[src/hdl/hfmve_pkg.sv]
// Shared types, constants and helpers for the height-field mesh vertex emitter.
`default_nettype none

package hfmve_pkg;

  localparam int unsigned COORD_W = 10;
  localparam int unsigned PIX_W   = 8;
  localparam int unsigned DIM_W   = 11;
  localparam int unsigned PITCH_W = 16;
  localparam int unsigned POS_W   = 17;
  localparam int unsigned POSY_W  = 14;
  localparam int unsigned CFG_IDX_W = 2;
  localparam int unsigned CFG_DAT_W = 16;

  // Configuration register indexes
  localparam logic [CFG_IDX_W-1:0] CFG_GRID_WIDTH  = 2'd0;
  localparam logic [CFG_IDX_W-1:0] CFG_GRID_HEIGHT = 2'd1;
  localparam logic [CFG_IDX_W-1:0] CFG_CELL_PITCH  = 2'd2;

  localparam logic [DIM_W-1:0]   GRID_HEIGHT_RST = 11'd256;
  localparam logic [PITCH_W-1:0] CELL_PITCH_RST  = 16'd255;

  // Coordinate math: 128.0 in Q.8 and the saturation thresholds on pitch*coord
  localparam logic [26:0] X_SAT_LIMIT = 27'd98303;
  localparam logic [26:0] Z_SAT_LIMIT = 27'd98304;
  localparam logic [17:0] HALF_SPAN   = 18'd32768;
  localparam logic [POS_W-1:0] POS_MAX_BITS = 17'h0FFFF;
  localparam logic [POS_W-1:0] POS_MIN_BITS = 17'h10000;

  // ceil(2^18 / 5): floor(v * RECIP5 >> 18) == v / 5 for v below 2^18
  localparam logic [15:0] RECIP5 = 16'd52429;

  localparam logic LIST_STRIP = 1'b0;
  localparam logic LIST_LINE  = 1'b1;

  // Bit 0 steps the column, bit 1 steps the row
  typedef enum logic [1:0] {
    CORNER_HERE  = 2'b00,
    CORNER_RIGHT = 2'b01,
    CORNER_BELOW = 2'b10,
    CORNER_DIAG  = 2'b11
  } corner_t;

  typedef enum logic [3:0] {
    ST_STRIP_HERE,
    ST_STRIP_BELOW,
    ST_STRIP_RIGHT,
    ST_LN_HERE0,
    ST_LN_RIGHT0,
    ST_LN_RIGHT1,
    ST_LN_DIAG0,
    ST_LN_DIAG1,
    ST_LN_BELOW0,
    ST_LN_BELOW1,
    ST_LN_HERE1,
    ST_CROSS_A,
    ST_CROSS_B,
    ST_STRIP_DIAG
  } step_t;

  typedef struct packed {
    logic [COORD_W-1:0] col;
    logic [COORD_W-1:0] row;
    logic [PIX_W-1:0]   h_here;
    logic [PIX_W-1:0]   h_right;
    logic [PIX_W-1:0]   h_below;
    logic [PIX_W-1:0]   h_diag;
    logic               last_row;
    logic               odd;
  } cell_t;

  function automatic corner_t step_corner(input step_t s, input logic odd);
    corner_t c;
    case (s)
      ST_STRIP_HERE, ST_LN_HERE0, ST_LN_HERE1:   c = CORNER_HERE;
      ST_STRIP_BELOW, ST_LN_BELOW0, ST_LN_BELOW1: c = CORNER_BELOW;
      ST_STRIP_RIGHT, ST_LN_RIGHT0, ST_LN_RIGHT1: c = CORNER_RIGHT;
      ST_LN_DIAG0, ST_LN_DIAG1, ST_STRIP_DIAG:    c = CORNER_DIAG;
      ST_CROSS_A:  c = odd ? CORNER_RIGHT : CORNER_HERE;
      ST_CROSS_B:  c = odd ? CORNER_BELOW : CORNER_DIAG;
      default:     c = CORNER_HERE;
    endcase
    return c;
  endfunction

  function automatic logic step_list(input step_t s);
    logic l;
    case (s)
      ST_STRIP_HERE, ST_STRIP_BELOW, ST_STRIP_RIGHT, ST_STRIP_DIAG: l = LIST_STRIP;
      default: l = LIST_LINE;
    endcase
    return l;
  endfunction

endpackage

`default_nettype wire

[src/hdl/height_field_mesh_vertex_emitter_top.sv]
// Top level of the height-field mesh vertex emitter: cell register, vertex sequencer, result register.
//
//  channel | direction | handshake          | payload
//  in_     | input     | in_valid/in_stall  | col, row, four corner heights
//  out_    | output    | out_valid/out_stall| list_sel, pos_x, pos_y, pos_z, last
//  cfg_    | input     | cfg_valid/cfg_ready| cfg_index, cfg_data
//
// A cell gives 12 to 14 vertices, one per cycle on the result channel while out_stall is low;
// the one-vertex-per-cycle result port sets how fast cells are taken.
// The next cell is taken in the same cycle its predecessor's last vertex is registered.
// Reset (rst_n low, synchronous) empties both registers and loads the register defaults.
// out_stall holds the result register and the sequencer; in_stall follows it combinationally.
`default_nettype none

module height_field_mesh_vertex_emitter_top #(
  parameter int unsigned MAX_DIM = 1024
) (
  input  wire logic                               clk,
  input  wire logic                               rst_n,

  input  wire logic                               in_valid,
  output logic                                    in_stall,
  input  wire logic [hfmve_pkg::COORD_W-1:0]      in_col,
  input  wire logic [hfmve_pkg::COORD_W-1:0]      in_row,
  input  wire logic [hfmve_pkg::PIX_W-1:0]        in_height_here,
  input  wire logic [hfmve_pkg::PIX_W-1:0]        in_height_right,
  input  wire logic [hfmve_pkg::PIX_W-1:0]        in_height_below,
  input  wire logic [hfmve_pkg::PIX_W-1:0]        in_height_diag,

  output logic                                    out_valid,
  input  wire logic                               out_stall,
  output logic                                    out_list_sel,
  output logic signed [hfmve_pkg::POS_W-1:0]      out_pos_x,
  output logic        [hfmve_pkg::POSY_W-1:0]     out_pos_y,
  output logic signed [hfmve_pkg::POS_W-1:0]      out_pos_z,
  output logic                                    out_last,

  input  wire logic                               cfg_valid,
  output logic                                    cfg_ready,
  input  wire logic [hfmve_pkg::CFG_IDX_W-1:0]    cfg_index,
  input  wire logic [hfmve_pkg::CFG_DAT_W-1:0]    cfg_data
);
  import hfmve_pkg::*;

  localparam int unsigned GH_W = 13;

  logic [DIM_W-1:0]   grid_height_r;
  logic [PITCH_W-1:0] cell_pitch_r;

  cell_t cell_r, cell_nxt;
  logic  cell_vld_r, cell_vld_nxt;
  step_t step_r, step_nxt;

  logic              out_vld_r, out_vld_nxt;
  logic              out_sel_r;
  logic [POS_W-1:0]  out_x_r, out_z_r;
  logic [POSY_W-1:0] out_y_r;
  logic              out_last_r;

  logic              advance, step_last, accept;
  logic [GH_W-1:0]   gh_clamped;
  logic              in_last_row;
  corner_t           corner;
  logic [DIM_W-1:0]  cx, rz;
  logic [PIX_W-1:0]  pix;
  logic [26:0]       prod_x, prod_z;
  logic [17:0]       diff_x, diff_z;
  logic [POS_W-1:0]  pos_x_nxt, pos_z_nxt;
  logic [15:0]       y_num;
  logic [31:0]       y_prod;

  // Width register affects no vertex, so a write to it is taken and dropped.
  assign cfg_ready = 1'b1;

  always_ff @(posedge clk) begin
    if (!rst_n) begin
      grid_height_r <= GRID_HEIGHT_RST;
      cell_pitch_r  <= CELL_PITCH_RST;
    end else if (cfg_valid && cfg_ready) begin
      case (cfg_index)
        CFG_GRID_HEIGHT: grid_height_r <= cfg_data[DIM_W-1:0];
        CFG_CELL_PITCH:  cell_pitch_r  <= cfg_data;
        default: ;
      endcase
    end
  end

  // Last-row flag of the incoming cell
  always_comb begin
    if ({2'b00, grid_height_r} > GH_W'(MAX_DIM)) begin
      gh_clamped = GH_W'(MAX_DIM);
    end else begin
      gh_clamped = {2'b00, grid_height_r};
    end
    in_last_row = (gh_clamped >= GH_W'(2)) &&
                  ({3'b000, in_row} == gh_clamped - GH_W'(2));
  end

  assign step_last = (step_r == ST_STRIP_DIAG) ||
                     (step_r == ST_CROSS_B && !cell_r.last_row);
  assign advance   = cell_vld_r && (!out_vld_r || !out_stall);
  assign in_stall  = cell_vld_r && !(advance && step_last);
  assign accept    = in_valid && !in_stall;

  always_comb begin
    cell_nxt     = cell_r;
    cell_vld_nxt = cell_vld_r;
    step_nxt     = step_r;
    if (accept) begin
      cell_nxt.col      = in_col;
      cell_nxt.row      = in_row;
      cell_nxt.h_here   = in_height_here;
      cell_nxt.h_right  = in_height_right;
      cell_nxt.h_below  = in_height_below;
      cell_nxt.h_diag   = in_height_diag;
      cell_nxt.last_row = in_last_row;
      cell_nxt.odd      = in_col[0] ^ in_row[0];
      cell_vld_nxt      = 1'b1;
      // Top strip vertex only on the first row
      step_nxt          = (in_row == '0) ? ST_STRIP_HERE : ST_STRIP_BELOW;
    end else if (advance && step_last) begin
      cell_vld_nxt = 1'b0;
    end else if (advance) begin
      step_nxt = (step_r == ST_CROSS_B) ? ST_STRIP_DIAG : step_t'(step_r + 4'd1);
    end
  end

  // Vertex datapath for the current step
  always_comb begin
    corner = step_corner(step_r, cell_r.odd);
    cx     = {1'b0, cell_r.col} + DIM_W'(corner[0]);
    rz     = {1'b0, cell_r.row} + DIM_W'(corner[1]);
    case (corner)
      CORNER_HERE:  pix = cell_r.h_here;
      CORNER_RIGHT: pix = cell_r.h_right;
      CORNER_BELOW: pix = cell_r.h_below;
      CORNER_DIAG:  pix = cell_r.h_diag;
      default:      pix = cell_r.h_here;
    endcase

    prod_x = 27'(cell_pitch_r) * 27'(cx);
    prod_z = 27'(cell_pitch_r) * 27'(rz);
    diff_x = {1'b0, prod_x[16:0]} - HALF_SPAN;
    diff_z = HALF_SPAN - {1'b0, prod_z[16:0]};
    pos_x_nxt = (prod_x > X_SAT_LIMIT) ? POS_MAX_BITS : diff_x[POS_W-1:0];
    pos_z_nxt = (prod_z > Z_SAT_LIMIT) ? POS_MIN_BITS : diff_z[POS_W-1:0];

    // Round 0.2 * pixel in Q.8: (pix*256 + 2) / 5 by reciprocal
    y_num  = {pix, 8'h02};
    y_prod = 32'(y_num) * 32'(RECIP5);
  end

  always_comb begin
    if (advance) begin
      out_vld_nxt = 1'b1;
    end else if (!out_stall) begin
      out_vld_nxt = 1'b0;
    end else begin
      out_vld_nxt = out_vld_r;
    end
  end

  always_ff @(posedge clk) begin
    if (!rst_n) begin
      cell_vld_r <= 1'b0;
      out_vld_r  <= 1'b0;
      step_r     <= ST_STRIP_HERE;
    end else begin
      cell_vld_r <= cell_vld_nxt;
      out_vld_r  <= out_vld_nxt;
      step_r     <= step_nxt;
    end
  end

  always_ff @(posedge clk) begin
    cell_r <= cell_nxt;
    if (advance) begin
      out_sel_r  <= step_list(step_r);
      out_x_r    <= pos_x_nxt;
      out_z_r    <= pos_z_nxt;
      out_y_r    <= y_prod[31:18];
      out_last_r <= step_last;
    end
  end

  assign out_valid    = out_vld_r;
  assign out_list_sel = out_sel_r;
  assign out_pos_x    = out_x_r;
  assign out_pos_y    = out_y_r;
  assign out_pos_z    = out_z_r;
  assign out_last     = out_last_r;

endmodule

`default_nettype wire

[config.mk]
export PLATFORM = sky130hd
export DESIGN_NAME = height_field_mesh_vertex_emitter_top
export DESIGN_NICKNAME = d
export VERILOG_FILES = /design/src/hdl/hfmve_pkg.sv /design/src/hdl/height_field_mesh_vertex_emitter_top.sv
export SDC_FILE = /design/constraint.sdc
export NUM_CORES = 1
export LEC_CHECK = 0
export ABC_AREA = 1
export BUFFER_PORTS_ARGS = -buffer_cell sky130_fd_sc_hd__buf_2
export CORE_ASPECT_RATIO = 0.75
export CORE_MARGIN = 2
export CORE_UTILIZATION = 35
export DETAILED_ROUTE_END_ITERATION = 10
export GPL_ROUTABILITY_DRIVEN = 0
export PLACE_DENSITY = 0.53
export SLEW_MARGIN = 40
export SYNTH_ARGS = -nofsm -noshare
export SYNTH_HDL_FRONTEND = slang
export SYNTH_SLANG_ARGS = --single-unit
export TNS_END_PERCENT = 10
[constraint.sdc]
create_clock -name clk -period 7.5 [get_ports clk]
set_clock_uncertainty 0.2 [all_clocks]
set_input_delay 1.5 -clock clk [delete_from_list [all_inputs] [get_ports clk]]
set_output_delay 1.5 -clock clk [all_outputs]
set_load 0.02 [all_outputs]
==> impl_metrics.json <==
{
  "netlist_area_um2": 20700,
  "ys_ff_latch": 137,
  "rows": 77,
  "core_um2": 58800,
  "initial_core_util": 0.353,
  "end_kind": "register",
  "layout_common_cells": "662 x nand2_1, 590 x inv_1, 266 x fa_1",
  "drt_iter0_drc": 1424,
  "wl_per_cell_um": 16.0,
  "crit_fanout": 5,
  "die_h_um": 215,
  "slowest_delay_ps": 560,
  "clkLatencyLatePin_ps": 470,
  "antenna_found_initial": 2,
  "dp_hpwl_um": 48200,
  "status": "finished, final reports clean",
  "track_usage": 0.194,
  "synth_nets": 3243,
  "fillCellCount": 6042,
  "placed_cell_area_um2": 23000,
  "hold_buffers": 0,
  "worst_pin_slew_ps": 740,
  "synthArstFlopShare": 0,
  "drt_wl_total_um": 59000,
  "drt_pass1_iterations": 6,
  "setup-violations-final": 0,
  "avgSynthCellArea_um2": 7.76,
  "cts.reportedPaths.clkPinSlew_ps": 70,
  "stdcell_count": 3695,
  "hold_path.class": "register to register",
  "slowest_stage": "fa_1",
  "globalRouteOverflowTotal": 0,
  "cts-root-buf": "clkbuf_16",
  "worstPathArrival_ps": 7390,
  "critical_path_class": "register to register",
  "drive_gt1_frac": 0.161,
  "critical_path_required_ps": 7600,
  "die_w_um": 285,
  "clockBufferDepth": 2,
  "synth_seq_area_share": 0.182,
  "fin_area_um2": 24400,
  "cts_tree": "yes",
  "drv_slew": 0,
  "layout_commonest_cell": "nand2_1",
  "fp.dieArea_um2": 61200,
  "ant_nets": 0,
  "numClockSinks": 137,
  "vias": 17900,
  "fin_crit_sh": 0.972,
  "synth_edf_count": 104,
  "io_pins": 128,
  "area_growth_pct": 17.8,
  "cap_violations": 0,
  "netlist_instances": 2673,
  "fmax_ghz": 0.137,
  "synth_cell_type_count": 48,
  "avgViaCountPerCell": 4.83,
  "finalHoldViolations": 0,
  "grt_max_degree": 57,
  "post-route-drc-count": 0,
  "rsz0062_at_grt": "true",
  "first_global_vias": 17400,
  "yosysWarnings": 0,
  "nets": 3460,
  "numCtsBuffers": 17,
  "grt_pass1_wl_um": 93800,
  "port_buffers": 126,
  "synth_ff_type": "edfxtp_1",
  "htree_levels": 4,
  "dpl.cell_count": 3645,
  "worst_slew_margin_rel": 0.507,
  "start_kind": "register",
  "finalCriticalPeriod_ps": 7290
}
## synth_stat cells, types with 33 or more instances
master / number / area (um2)
a21oi_1: 68 / 340
clkbuf_1: 47 / 176
dfxtp_1: 33 / 661
edfxtp_1: 104 / 3120
fa_1: 269 / 5390
ha_1: 226 / 2830
inv_1: 612 / 2300
nand2_1: 692 / 2600
nand3_1: 98 / 490
nand4_1: 45 / 282
nor2_1: 250 / 938
o21ai_0: 51 / 255
## repair_timing
item                                    CTS  global route
gates cloned                              0             3
endpoints found under the setup margin   19            34
setup buffers                             1            12
resized for setup                         9           174
pin swaps                                 2            45
## metal layers
layer | routed length, um | GRT usage | up-vias | share of wire
met1 | 28600 | 0.292 | 8658 | 0.49
li1 | - | - | 8600 | -
met2 | 25400 | 0.290 | 555 | 0.43
met4 | 697 | 0.0351 | 0 | 0.012
met3 | 4300 | 0.0378 | 44 | 0.073
met5 | 0 | 0 | - | 0
## metrics by stage
| stage | hold WS [ps] | TNS (ps) | setup slack (ps) | util |
|---|---|---|---|---|
| global route | 306 | -4370 | -171 | 0.415 |
| finish | 274 | 0 | 207 | 0.415 |
| detailed placement | 270 | -1780 | -149 | 0.392 |
| CTS | 279 | 0 | 6.80 | 0.402 |
| floorplan | 250 | 0 | 308 | - |
| global placement | 265 | -164 | -14.1 | 0.392 |
## logic make-up after synthesis
logic type / share of synthesized area
compound gates: 0.0443
xor+xnor: 0.0203
fa+ha+maj: 0.396
buf+inv: 0.124
flops: 0.182
other cells: 0.000181
simple gates: 0.233
## critical path, delay by kind of cell, from the launching register on
| family | cells | cell delay, ps |
|---|---|---|
| buf+inv | 11 | 1010 |
| simple gates | 14 | 1780 |
| xor+xnor | 1 | 180 |
| compound gates | 1 | 220 |
| flops | 1 | 360 |
| fa+ha+maj | 8 | 3340 |
## state kept, by name (all words and copies together) (netlist names)
signal         flops
out_pos_y         14
grid_height_r     11
step_r             4
out_pos_z         17
cell_pitch_r      16
cell_r            54
out_list_sel       1
out_last           1
out_valid          1
cell_vld_r         1
out_pos_x         17
## final timing paths
path | start | endpoint | slack (ps) | depth (start not counted)
max | step_r[1]$_SDFFE_PN0P_ | out_pos_z[2]$_SDFFCE_PN0P_ | 210 | 35
min | cell_vld_r$_SDFFE_PN0P_ | out_valid$_SDFFE_PN0P_ | 270 | 2
max reg2reg | step_r[1]$_SDFFE_PN0P_ | out_pos_z[2]$_SDFFCE_PN0P_ | 210 | 35
min reg2reg | cell_vld_r$_SDFFE_PN0P_ | out_valid$_SDFFE_PN0P_ | 270 | 2
## final cells by class
type,count,area (um2),area share
sequential,137,3790,0.155
clock buffer,22,508,0.0208
timing repair buffer,253,1670,0.0685
antenna,2,5.00,0.000205
multi-input combinational,1863,15000,0.616
inverter,618,2330,0.0955
clock inverter,10,77.6,0.00318
tap,790,988,0.0405
Power is left out: the tool's default activity adds up to more than one toggle a clock period on the data nets, which glitch-free logic cannot reach.
